--- src/hw/rtl/protobuf_block_header_extractor_defines.svh ---
// Assertion helpers shared by the RTL
`ifndef PROTOBUF_BLOCK_HEADER_EXTRACTOR_DEFINES_SVH
`define PROTOBUF_BLOCK_HEADER_EXTRACTOR_DEFINES_SVH

// same-cycle implication, checked out of reset
`define PBHX_ASSERT_NOW(lbl, ante, cons, msg) \
  lbl: assert property (@(posedge clk_i) disable iff (!rst_ni) (ante) |-> (cons)) \
    else $error(msg);

// next-cycle implication, checked out of reset
`define PBHX_ASSERT_NEXT(lbl, ante, cons, msg) \
  lbl: assert property (@(posedge clk_i) disable iff (!rst_ni) (ante) |=> (cons)) \
    else $error(msg);

`endif

--- src/hw/rtl/pbhx_pkg.sv ---
package pbhx_pkg;

  localparam int unsigned FieldW   = 29;
  localparam int unsigned CfgIdxW  = 2;
  localparam int unsigned VarintCntW = 4;

  // configuration register indexes
  localparam logic [CfgIdxW-1:0] CfgGranularityId = 2'd0;
  localparam logic [CfgIdxW-1:0] CfgLatitudeId    = 2'd1;
  localparam logic [CfgIdxW-1:0] CfgLongitudeId   = 2'd2;

  localparam logic [FieldW-1:0] RstGranularityId = 29'd17;
  localparam logic [FieldW-1:0] RstLatitudeId    = 29'd19;
  localparam logic [FieldW-1:0] RstLongitudeId   = 29'd20;

  localparam logic [31:0] DefaultGranularity = 32'd100;

  localparam logic [VarintCntW-1:0] VarintMaxBytes = 4'd10;

  // protobuf wire types
  localparam logic [2:0] WireVarint  = 3'd0;
  localparam logic [2:0] WireFixed64 = 3'd1;
  localparam logic [2:0] WireLenDelim = 3'd2;
  localparam logic [2:0] WireFixed32 = 3'd5;

  localparam logic [63:0] SkipFixed64 = 64'd8;
  localparam logic [63:0] SkipFixed32 = 64'd4;

  typedef struct packed {
    logic [FieldW-1:0] granularity_id;
    logic [FieldW-1:0] latitude_id;
    logic [FieldW-1:0] longitude_id;
  } cfg_t;

  typedef struct packed {
    logic signed [31:0] granularity;
    logic signed [63:0] latitude_offset;
    logic signed [63:0] longitude_offset;
    logic               stopped_early;
  } result_t;

endpackage

--- src/hw/rtl/pbhx_if.sv ---
interface pbhx_in_if;
  logic       valid;
  logic       ready;
  logic [7:0] byte_value;
  logic       last_byte;

  modport source (output valid, output byte_value, output last_byte, input ready);
  modport sink   (input valid, input byte_value, input last_byte, output ready);
endinterface

interface pbhx_out_if;
  logic               valid;
  logic               ready;
  logic signed [31:0] granularity;
  logic signed [63:0] latitude_offset;
  logic signed [63:0] longitude_offset;
  logic               stopped_early;

  modport source (output valid, output granularity, output latitude_offset,
                  output longitude_offset, output stopped_early, input ready);
  modport sink   (input valid, input granularity, input latitude_offset,
                  input longitude_offset, input stopped_early, output ready);
endinterface

--- src/hw/rtl/pbhx_parser.sv ---
module pbhx_parser
  import pbhx_pkg::*;
(
  input  logic       clk_i,
  input  logic       rst_ni,
  input  logic       step_i,
  input  logic [7:0] byte_i,
  input  logic       last_i,
  input  cfg_t       cfg_i,
  output result_t    res_o
);

  typedef enum logic [2:0] {
    PhTag,
    PhValue,
    PhLen,
    PhSkip,
    PhStop
  } phase_e;

  phase_e                phase_q, phase_d;
  logic [63:0]           acc_q, acc_d;
  logic [VarintCntW-1:0] cnt_q, cnt_d;
  logic [FieldW-1:0]     field_q, field_d;
  logic [63:0]           skip_q, skip_d;
  logic [31:0]           gran_q, gran_d;
  logic [63:0]           lat_q, lat_d;
  logic [63:0]           lon_q, lon_d;

  logic [VarintCntW-1:0] cnt_inc;
  logic [5:0]            shamt;
  logic [63:0]           acc_or;
  logic [63:0]           skip_dec;
  logic [2:0]            wire_type;

  function automatic logic [63:0] zigzag(input logic [63:0] v);
    return (v >> 1) ^ {64{v[0]}};
  endfunction

  // count stays below ten in varint phases, so 7*k fits six bits
  assign cnt_inc   = cnt_q + 1'b1;
  assign shamt     = 6'(7 * cnt_q);
  assign acc_or    = acc_q | (64'(byte_i[6:0]) << shamt);
  assign skip_dec  = skip_q - 64'(skip_q != '0);
  assign wire_type = acc_or[2:0];

  always_comb begin
    phase_d = phase_q;
    acc_d   = acc_q;
    cnt_d   = cnt_q;
    field_d = field_q;
    skip_d  = skip_q;
    gran_d  = gran_q;
    lat_d   = lat_q;
    lon_d   = lon_q;

    unique case (phase_q)
      PhTag, PhValue, PhLen: begin
        if (byte_i[7]) begin
          if (cnt_inc >= VarintMaxBytes) begin
            // overlong varint
            phase_d = PhStop;
            acc_d   = '0;
            cnt_d   = '0;
          end else begin
            acc_d = acc_or;
            cnt_d = cnt_inc;
          end
        end else begin
          acc_d = '0;
          cnt_d = '0;
          unique case (phase_q)
            PhTag: begin
              field_d = acc_or[31:3];
              unique case (wire_type)
                WireVarint:   phase_d = PhValue;
                WireFixed64: begin
                  phase_d = PhSkip;
                  skip_d  = SkipFixed64;
                end
                WireLenDelim: phase_d = PhLen;
                WireFixed32: begin
                  phase_d = PhSkip;
                  skip_d  = SkipFixed32;
                end
                default:      phase_d = PhStop;
              endcase
            end
            PhValue: begin
              priority if (field_q == cfg_i.granularity_id) begin
                gran_d = acc_or[31:0];
              end else if (field_q == cfg_i.latitude_id) begin
                lat_d = zigzag(acc_or);
              end else if (field_q == cfg_i.longitude_id) begin
                lon_d = zigzag(acc_or);
              end
              phase_d = PhTag;
            end
            default: begin
              if (acc_or == '0) begin
                phase_d = PhTag;
              end else begin
                skip_d  = acc_or;
                phase_d = PhSkip;
              end
            end
          endcase
        end
      end
      PhSkip: begin
        skip_d = skip_dec;
        if (skip_dec == '0) begin
          phase_d = PhTag;
        end
      end
      default: ;
    endcase
  end

  // report values as updated by the last word itself
  assign res_o.granularity      = gran_d;
  assign res_o.latitude_offset  = lat_d;
  assign res_o.longitude_offset = lon_d;
  assign res_o.stopped_early    = (phase_d != PhTag);

  always_ff @(posedge clk_i or negedge rst_ni) begin
    if (!rst_ni) begin
      phase_q <= PhTag;
      acc_q   <= '0;
      cnt_q   <= '0;
      field_q <= '0;
      skip_q  <= '0;
      gran_q  <= DefaultGranularity;
      lat_q   <= '0;
      lon_q   <= '0;
    end else if (step_i) begin
      if (last_i) begin
        phase_q <= PhTag;
        acc_q   <= '0;
        cnt_q   <= '0;
        field_q <= '0;
        skip_q  <= '0;
        gran_q  <= DefaultGranularity;
        lat_q   <= '0;
        lon_q   <= '0;
      end else begin
        phase_q <= phase_d;
        acc_q   <= acc_d;
        cnt_q   <= cnt_d;
        field_q <= field_d;
        skip_q  <= skip_d;
        gran_q  <= gran_d;
        lat_q   <= lat_d;
        lon_q   <= lon_d;
      end
    end
  end

endmodule

--- src/hw/rtl/pbhx_out_reg.sv ---
module pbhx_out_reg
  import pbhx_pkg::*;
(
  input  logic       clk_i,
  input  logic       rst_ni,
  input  logic       load_i,
  input  result_t    res_i,
  output logic       can_load_o,
  pbhx_out_if.source out_o
);

  logic    valid_q;
  result_t res_q;

  assign can_load_o = !valid_q || out_o.ready;

  always_ff @(posedge clk_i or negedge rst_ni) begin
    if (!rst_ni) begin
      valid_q <= 1'b0;
    end else if (load_i) begin
      valid_q <= 1'b1;
    end else if (out_o.ready) begin
      valid_q <= 1'b0;
    end
  end

  always_ff @(posedge clk_i) begin
    if (load_i) begin
      res_q <= res_i;
    end
  end

  assign out_o.valid            = valid_q;
  assign out_o.granularity      = res_q.granularity;
  assign out_o.latitude_offset  = res_q.latitude_offset;
  assign out_o.longitude_offset = res_q.longitude_offset;
  assign out_o.stopped_early    = res_q.stopped_early;

endmodule

--- src/hw/rtl/protobuf_block_header_extractor.sv ---
// Channel   | Dir | Words                      | Payload
// ----------+-----+----------------------------+-----------------------------------
// in_ch_i   | in  | one message byte           | byte_value, last_byte
// out_ch_o  | out | one per last-flagged byte  | granularity, lat/lon offset, stopped
// cfg       | in  | register write, no readback| cfg_we_i, cfg_idx_i, cfg_wdata_i
//
// One byte per cycle unless a last byte stalls: the parser updates its
// varint/skip state from the input register; a result is registered in the
// output register when its last byte steps the parser. Reset restores ids
// and granularity to defaults and zeroes offsets and parse state. Non-last
// bytes flow while a result waits; only last bytes stall on a pending word.
`include "protobuf_block_header_extractor_defines.svh"

module protobuf_block_header_extractor
  import pbhx_pkg::*;
(
  input  logic               clk_i,
  input  logic               rst_ni,
  input  logic               cfg_we_i,
  input  logic [CfgIdxW-1:0] cfg_idx_i,
  input  logic [FieldW-1:0]  cfg_wdata_i,
  pbhx_in_if.sink            in_ch_i,
  pbhx_out_if.source         out_ch_o
);

  cfg_t       cfg_q;
  logic       s1_valid_q;
  logic [7:0] s1_byte_q;
  logic       s1_last_q;
  logic       step;
  logic       can_load;
  logic       in_fire;
  result_t    res;

  always_ff @(posedge clk_i or negedge rst_ni) begin
    if (!rst_ni) begin
      cfg_q.granularity_id <= RstGranularityId;
      cfg_q.latitude_id    <= RstLatitudeId;
      cfg_q.longitude_id   <= RstLongitudeId;
    end else if (cfg_we_i) begin
      unique case (cfg_idx_i)
        CfgGranularityId: cfg_q.granularity_id <= cfg_wdata_i;
        CfgLatitudeId:    cfg_q.latitude_id    <= cfg_wdata_i;
        CfgLongitudeId:   cfg_q.longitude_id   <= cfg_wdata_i;
        default: ;
      endcase
    end
  end

  assign step           = s1_valid_q && (!s1_last_q || can_load);
  assign in_ch_i.ready  = !s1_valid_q || step;
  assign in_fire        = in_ch_i.valid && in_ch_i.ready;

  always_ff @(posedge clk_i or negedge rst_ni) begin
    if (!rst_ni) begin
      s1_valid_q <= 1'b0;
    end else if (in_ch_i.ready) begin
      s1_valid_q <= in_ch_i.valid;
    end
  end

  always_ff @(posedge clk_i) begin
    if (in_fire) begin
      s1_byte_q <= in_ch_i.byte_value;
      s1_last_q <= in_ch_i.last_byte;
    end
  end

  pbhx_parser u_parser (
    .clk_i  (clk_i),
    .rst_ni (rst_ni),
    .step_i (step),
    .byte_i (s1_byte_q),
    .last_i (s1_last_q),
    .cfg_i  (cfg_q),
    .res_o  (res)
  );

  pbhx_out_reg u_out_reg (
    .clk_i      (clk_i),
    .rst_ni     (rst_ni),
    .load_i     (step && s1_last_q),
    .res_i      (res),
    .can_load_o (can_load),
    .out_o      (out_ch_o)
  );

  `PBHX_ASSERT_NEXT(a_last_gives_result, step && s1_last_q, out_ch_o.valid, "last byte lost its result")
  `PBHX_ASSERT_NOW(a_no_overwrite, out_ch_o.valid && !out_ch_o.ready, !(step && s1_last_q), "pending result overwritten")
  `PBHX_ASSERT_NEXT(a_accept_held, in_fire, s1_valid_q, "accepted byte dropped")

endmodule
--- src/flat_wrapper.sv ---
// flat-port wrapper written by rule: the top's interface ports become plain ports
module protobuf_block_header_extractor_flat import pbhx_pkg::*;
  (clk_i, rst_ni, cfg_we_i, cfg_idx_i, cfg_wdata_i, in_ch_i_valid, in_ch_i_byte_value, in_ch_i_last_byte, in_ch_i_ready, out_ch_o_valid, out_ch_o_granularity, out_ch_o_latitude_offset, out_ch_o_longitude_offset, out_ch_o_stopped_early, out_ch_o_ready);
  pbhx_in_if in_ch_i_i ();
  pbhx_out_if out_ch_o_i ();
  input  logic clk_i;
  input  logic rst_ni;
  input  logic cfg_we_i;
  input  logic [CfgIdxW-1:0] cfg_idx_i;
  input  logic [FieldW-1:0] cfg_wdata_i;
  input wire logic [$bits(in_ch_i_i.valid)-1:0] in_ch_i_valid;
  input wire logic [$bits(in_ch_i_i.byte_value)-1:0] in_ch_i_byte_value;
  input wire logic [$bits(in_ch_i_i.last_byte)-1:0] in_ch_i_last_byte;
  output wire logic [$bits(in_ch_i_i.ready)-1:0] in_ch_i_ready;
  output wire logic [$bits(out_ch_o_i.valid)-1:0] out_ch_o_valid;
  output wire logic [$bits(out_ch_o_i.granularity)-1:0] out_ch_o_granularity;
  output wire logic [$bits(out_ch_o_i.latitude_offset)-1:0] out_ch_o_latitude_offset;
  output wire logic [$bits(out_ch_o_i.longitude_offset)-1:0] out_ch_o_longitude_offset;
  output wire logic [$bits(out_ch_o_i.stopped_early)-1:0] out_ch_o_stopped_early;
  input wire logic [$bits(out_ch_o_i.ready)-1:0] out_ch_o_ready;
  assign in_ch_i_i.valid = in_ch_i_valid;
  assign in_ch_i_i.byte_value = in_ch_i_byte_value;
  assign in_ch_i_i.last_byte = in_ch_i_last_byte;
  assign in_ch_i_ready = in_ch_i_i.ready;
  assign out_ch_o_valid = out_ch_o_i.valid;
  assign out_ch_o_granularity = out_ch_o_i.granularity;
  assign out_ch_o_latitude_offset = out_ch_o_i.latitude_offset;
  assign out_ch_o_longitude_offset = out_ch_o_i.longitude_offset;
  assign out_ch_o_stopped_early = out_ch_o_i.stopped_early;
  assign out_ch_o_i.ready = out_ch_o_ready;
  protobuf_block_header_extractor u_core (.clk_i(clk_i), .rst_ni(rst_ni), .cfg_we_i(cfg_we_i), .cfg_idx_i(cfg_idx_i), .cfg_wdata_i(cfg_wdata_i), .in_ch_i(in_ch_i_i), .out_ch_o(out_ch_o_i));
endmodule
--- config.mk ---
export PLATFORM = sky130hd
export DESIGN_NAME = protobuf_block_header_extractor_flat
export DESIGN_NICKNAME = d
export VERILOG_FILES = /design/src/hw/rtl/pbhx_pkg.sv /design/src/hw/rtl/pbhx_if.sv /design/src/hw/rtl/pbhx_parser.sv /design/src/hw/rtl/pbhx_out_reg.sv /design/src/hw/rtl/protobuf_block_header_extractor.sv /design/src/flat_wrapper.sv
export VERILOG_INCLUDE_DIRS = /design/src /design/src/hw/rtl
export SDC_FILE = /design/constraint.sdc
export NUM_CORES = 1
export LEC_CHECK = 0
export BUFFER_PORTS_ARGS = -buffer_cell sky130_fd_sc_hd__buf_2
export CAP_MARGIN = 0
export CORE_UTILIZATION = 45
export CTS_BUF_LIST = sky130_fd_sc_hd__clkbuf_4 sky130_fd_sc_hd__clkbuf_8
export DETAILED_ROUTE_END_ITERATION = 7
export PLACE_DENSITY = 0.62
export SLEW_MARGIN = 20
export SYNTH_ARGS = -nofsm -noshare
export SYNTH_HDL_FRONTEND = slang
export SYNTH_SLANG_ARGS = --single-unit
--- constraint.sdc ---
create_clock -name clk_i -period 11.11 [get_ports clk_i]
set_input_delay 0 -clock clk_i [delete_from_list [all_inputs] [get_ports clk_i]]
set_output_delay 0 -clock clk_i [all_outputs]
set_load 0.03 [all_outputs]
After elaboration in Yosys (flattened, before gate mapping). Cells that the tools add are included. Widths: inputs -> output; s select.

$add $sub $neg: 2. Multipliers: 1. Magnitude comparators: 1. Equality and inequality tests: 16. Shifts and indexed selects: 1. Mux-type cells: 46. Bitwise operators: 2. Reductions and logical operators: 28.

Operators with widths (count): $mux 64 (20); $pmux 64 s2 (3); $mux 32 (5); $logic_not 64->1 (2); $mux 29 (4); $eq 29x29->1 (3); $or 64x64->64 (1); $reduce_bool 64->1 (1); $shl 7x6->64 (1); $sub 64x1->64 (1); $xor 63x64->64 (1); $mux 4 (4); $mux 3 (4); $pmux 3 s2 (2); $eq 3x2->1 const B (3); $pmux 3 s3 (1); $reduce_and 2->1 (4); $eq 3x1->1 const B (2); $logic_not 3->1 (2); $mul 3x4->6 const A (1); $reduce_and 6->1 (1); $reduce_bool 2->1 (3); $reduce_bool 3->1 (2); $ne 5x2->1 const B (1); other kinds (18) (25).

Bits in registers: 583. Bits of input ports: 45. Output and inout port bits: 163.

Logic depth before layout (Yosys ltp).
Word-level depth: 11. Mapped depth: 22. Depth with buffers taken out: 16.

Modules after synthesis. From an unflattened synthesis, not the netlist that was laid out.

Cells, all modules: 2416. Area, all modules: 28085.7 sq um.

Modules (own cells, without submodules): pbhx_parser (instances 1, cells each 2050, area an instance 19517.5 sq um); pbhx_out_reg (instances 1, cells each 164, area an instance 4882.2 sq um); protobuf_block_header_extractor (instances 1, cells each 202, area an instance 3686.0 sq um).

Worst setup path after synthesis. Ideal clock, no wire load.

Path kind: flip-flop to flip-flop. From: register u_core.u_out_reg.valid_q, in the netlist u_core.u_out_reg.out_o.valid. To: register u_core.u_parser.skip_q[51]. Setup time: 0.133 ns. Data arrival time: 5.296 ns. Required time: 10.977 ns. Slack: 5.681 ns. Cell stages (with the launch flop): 12. Path buffers: 3. Clock period less this slack: 5.429 ns. Cells stage by stage: dfrtp_1 > nand3b_1 > and2_1 > clkbuf_1 > nand2_1 > inv_1 > or2_2 > nor2_2 > buf_2 > buf_2 > nand2_1 > o21ai_0.

Longest elaborated chain between the ends: 5.

RTL lines: start, declared (line pbhx_out_reg.sv:12) `logic valid_q;`; start signal, assigned (line pbhx_out_reg.sv:19) `valid_q <= 1'b0;`; start signal, assigned (line pbhx_out_reg.sv:21) `valid_q <= 1'b1;`; start signal, assigned (line pbhx_out_reg.sv:23) `valid_q <= 1'b0;`; $logic_not 1->1 (line pbhx_out_reg.sv:15) `assign can_load_o = !valid_q || out_o.ready;`; $logic_or 1x1->1 (line pbhx_out_reg.sv:15); $logic_or 1x1->1 (line protobuf_block_header_extractor.sv:50) `assign step = s1_valid_q && (!s1_last_q || can_load);`; $logic_and 1x1->1 (line protobuf_block_header_extractor.sv:50); $reduce_and 6->1 (no line); end signal, assigned (line pbhx_parser.sv:151) `skip_q <= skip_d;`; end, declared (line pbhx_parser.sv:25) `logic [63:0] skip_q, skip_d;`.

No other way between the ends. A chain may end at the register's enable or synchronous reset.

Worst setup path in the final report.
From: register u_core.u_parser.cnt_q[0]. To: register u_core.u_parser.skip_q[7].

Longest elaborated chain between the ends: 8. Elaborated cells on any way between the ends: 14. Those cells by class: mul: 1; eq/ne: 4; shift: 1; mux: 5; bitwise: 1; reduce/logical: 2.

RTL lines: start, declared (line pbhx_parser.sv:23) `logic [VarintCntW-1:0] cnt_q, cnt_d;`; start signal, assigned (line pbhx_parser.sv:149) `cnt_q <= cnt_d;`; $mul 3x4->6 (*) (line pbhx_parser.sv:42) `assign shamt = 6'(7 * cnt_q);`; $shl 7x6->64 (*) (line pbhx_parser.sv:43) `assign acc_or = acc_q | (64'(byte_i[6:0]) << shamt);`; $or 64x64->64 (*) (line pbhx_parser.sv:43); parallel branches: the longest is 5 deep, another holds $logic_not 64->1.

Every way passes the cells marked *. The select of a mux whose other input is x is not followed.

==> impl_summary.md <==
Layout
In the layout the commonest cells are dfrtp_1 (403), mux2_2 (218), buf_2 (206), o21ai_0 (184), nand2_1 (182). The signed area change from the synthesized netlist to the final layout is 17.7%. Summing all non-filler instances in the final layout gives an area of 32700 um2. Cells with a size suffix above 1 make up 26.0% of the layout.

The core utilization of the finished layout is 53.9%. At the end of the flow, the number of nets in the layout was 2762. The commonest non-fill, non-tap cell in the layout is dfrtp_1.

Floorplan
The area enclosed by the die boundary is 62800 um2. The initialized floorplan defines 90 standard-cell rows. The starting utilization of the core area is 45.8%.

The total area inside the core boundary comes to 60700 um2. The die width is 251 um. From bottom edge to top edge, the die measures 251 um. Pin placement for this block handled 208 I/O pins.

Timing
For this run, the top clock speed supported by timing is 0.137 GHz. The final count of negative-setup-slack endpoints is 0. The relative slew slack is 17.7%. The slew at the pin closest to its max-slew limit is 1230 ps. The post-layout worst setup margin is 3800 ps. The period utilization is 65.8%. The setup TNS is 0 ps. The count of endpoints failing hold in the final timing report is 0. The final setup skew is 30.5 ps. Hold is met by 44.3 ps.

The number of max-slew violations in the final report came to 0. Setup repair after global routing left no endpoint under its margin. The shortest clock period the worst path allows after layout is 7310 ps.

CTS
The H-tree was split into 3 levels. The source-to-sink clock delay at the later pin of the worst-skew pair is 710 ps. The number of setup buffers added after CTS is 0. The maximum clock path buffer count is 3.

After clock tree synthesis, the clock-pin slew on the worst setup and hold paths is 70 ps. The total of cells resized after clock tree synthesis is 0. The cell sitting at the root of the clock tree is a clkbuf_8. Buffers inserted to repair hold after CTS numbered 55. The TritonCTS clock tree is done. The CTS buffer count is 100.

The number of sinks driven by the clock tree is 583.

Global routing
The number of antenna violations at the first check in global routing came to 4. The total routing usage reported by global routing is 29.1%. Entering global routing, the biggest net connects 167 pins. The via count of the first global-routing pass came to 21500. The overflow left after global routing is 0. The global-route wire length before repair is 138000 um.

Yosys
The count of state elements after synthesis is 583. In this run, synthesis inferred 170 flip-flops with an integrated enable. After synthesis, the share of flip-flops with an asynchronous set or reset is 70.8%. The total nets after synthesis is 2483.

Counting distinct cell types in the post-synthesis netlist gives 77. The number of standard cells after synthesis is 2422. For this run, the leading register cell type out of synthesis is dfrtp_1. The number of warnings issued by yosys is 0. A synthesized cell averages 11.5 um2. The sequential element share of the synthesized area is 55.6%. The mapped netlist covers 27800 um2.

Placed design
Summing all placed instances gives a cell area of 29800 um2. The worst-case setup slack after placement is 3880 ps. The detailed placer's ending HPWL is 61300 um. During placement, the flow inserted port buffers numbering 207.

At the end of routability-driven placement, the weighted congestion stood at 0.962.

Routing
The number of design-rule violations left by the first detailed-router iteration is 2046. In this run the remaining antenna-violating nets after routing total 0. The detail-routed via count per cell is 6.08.

After detailed routing, the average wire length per cell comes to 25.5 um. The total wirelength of the detailed-routed design is 91300 um. In the routed design, unresolved DRC markers number 0. The routed layout has 21700 vias.

The number of search-and-repair iterations in the first detailed-routing pass is 5.

Power and ir drop
Dividing total power by cell area gives a power density of 233 nW/um2. The share of total power consumed by net switching is 39.7%. The portion of total power attributed to sequential cells is 32.6%.

The net switching power is 3030 uW. The combinational share of power is 38.7%. Summed over all cells, the static leakage comes to 0.0140 uW. Across the VDD grid, the largest voltage drop is 145 uV. The internal cell power is 4600 uW.

The power share of the clock group is 28.7%.

Critical path
The setup slack of the most critical reg-to-reg path is 3800 ps. In this run the worst path has a maximum fanout of 58. Broken down by cell family, the worst path's largest delay share belongs to adder cells. STA puts the critical path data arrival time at 7900 ps. The signal on the critical path passes through fa_1 -> ha_1 -> inv_1 -> fa_1 -> inv_1 -> nor2_1 -> a21boi_1 -> a21o_4 -> ha_1 -> nor4b_1 -> nor2_1 -> nor3_1 -> or2_2 -> nor2_4 -> buf_4 -> a21o_1 -> a22o_1. The launching element type of the critical path is a flop. The critical path required time is 11700 ps.

The kind of critical path is reg2reg. The worst setup path is captured at a flop. The worst stage delay on the critical path is 1110 ps. The cell with the biggest individual delay on the critical path is fa_1. The number of buffers and inverters on the critical path is 3.

Run status
The run finished with clean final reports.

Hold path
The class of the tightest hold or removal check is in2reg.

Flow run
Across the run, the number of max-cap violations was 0.
## worst paths after layout
kind	startpoint	endpoint	cells after the start
min	cfg_we_i	u_core.cfg_q[45]	4
min reg2reg	u_core.u_parser.acc_q[2]	u_core.u_parser.acc_q[2]	2
min in group asynchronous	rst_ni	u_core.cfg_q[4]	3
max in group asynchronous	rst_ni	u_core.u_parser.acc_q[62]	5
max reg2reg	u_core.u_parser.cnt_q[0]	u_core.u_parser.skip_q[7]	17
max	u_core.u_parser.cnt_q[0]	u_core.u_parser.skip_q[7]	17
## stage by stage
step	total power, uW	instances
CTS	7620	3571
detailed placement	5400	3326
floorplan	4370	2422
finish	7630	3573
global route	7990	3572
global placement	5380	3326
## logic make-up after synthesis
group	share of synthesized area, %
compound gates	15.5
xor+xnor	5.80
fa+ha+maj	0.828
buf+inv	2.60
flops	55.6
mux	9.24
simple gates	10.4
## worst min-delay path, stage by stage
cell and delay [ps]:
buf_2 100, nand3b_1 70, buf_4 280, mux2_2 280
## power groups by stage
stage | clock [uW] | sequential, uW | combinational [uW]
floorplan | 0 | 2520 | 1850
global placement | 0 | 2520 | 2870
detailed placement | 0 | 2520 | 2870
CTS | 2230 | 2480 | 2910
global route | 2320 | 2500 | 3170
finish | 2190 | 2490 | 2950
## synth_stat cells, types with 13 or more instances
cell,count,area (um2)
dfrtp_1,403,10100
mux2_2,218,2450
o21ai_0,186,931
nand2_1,183,687
a22o_1,170,1490
edfxtp_1,170,5100
a21oi_1,136,681
xnor2_1,136,1190
clkbuf_1,127,477
nor2_1,127,477
nor4_1,52,325
xor2_1,48,420
nor3_1,39,195
nand4_1,36,225
inv_1,33,124
nand3_1,30,150
o22ai_1,18,113
or3_1,17,106
o22a_1,14,123
buf_2,13,65.1
## sequential cells by signal, indices dropped and copies added, names as in the netlist
| name | count |
|---|---|
| u_core.u_out_reg.out_o.stopped_early | 1 |
| u_core.u_out_reg.out_o.latitude_offset | 64 |
| u_core.u_parser.gran_q | 32 |
| u_core.u_parser.lon_q | 64 |
| u_core.cfg_q | 87 |
| u_core.s1_last_q | 1 |
| u_core.u_parser.acc_q | 64 |
| u_core.u_out_reg.out_o.valid | 1 |
| u_core.s1_valid_q | 1 |
| u_core.u_out_reg.out_o.longitude_offset | 64 |
| u_core.u_parser.cnt_q | 4 |
| u_core.u_parser.lat_q | 64 |
| u_core.u_parser.skip_q | 64 |
| u_core.u_parser.phase_q | 3 |
| u_core.u_out_reg.out_o.granularity | 32 |
| u_core.s1_byte_q | 8 |
| u_core.u_parser.field_q | 29 |
## final cells by class
cell class / instances / area, um2
flip-flops and latches: 583 / 15500
clock buffers: 166 / 2030
inverters: 33 / 129
well taps: 782 / 978
diodes: 2 / 5.00
repair buffers: 330 / 2140
multi-input cells: 1653 / 11700
clock inverters: 24 / 275
fillers: 5247 / 28000
## metal layers
layer / vias up / global-route usage, % / wire length (um)
li1: 9559 / - / -
met1: 11100 / 40.8 / 40300
met2: 867 / 44.9 / 42100
met3: 152 / 5.79 / 6130
met4: 2 / 9.78 / 2700
met5: - / 0 / 13
Note: power is estimated with default switching activity, not from simulation.
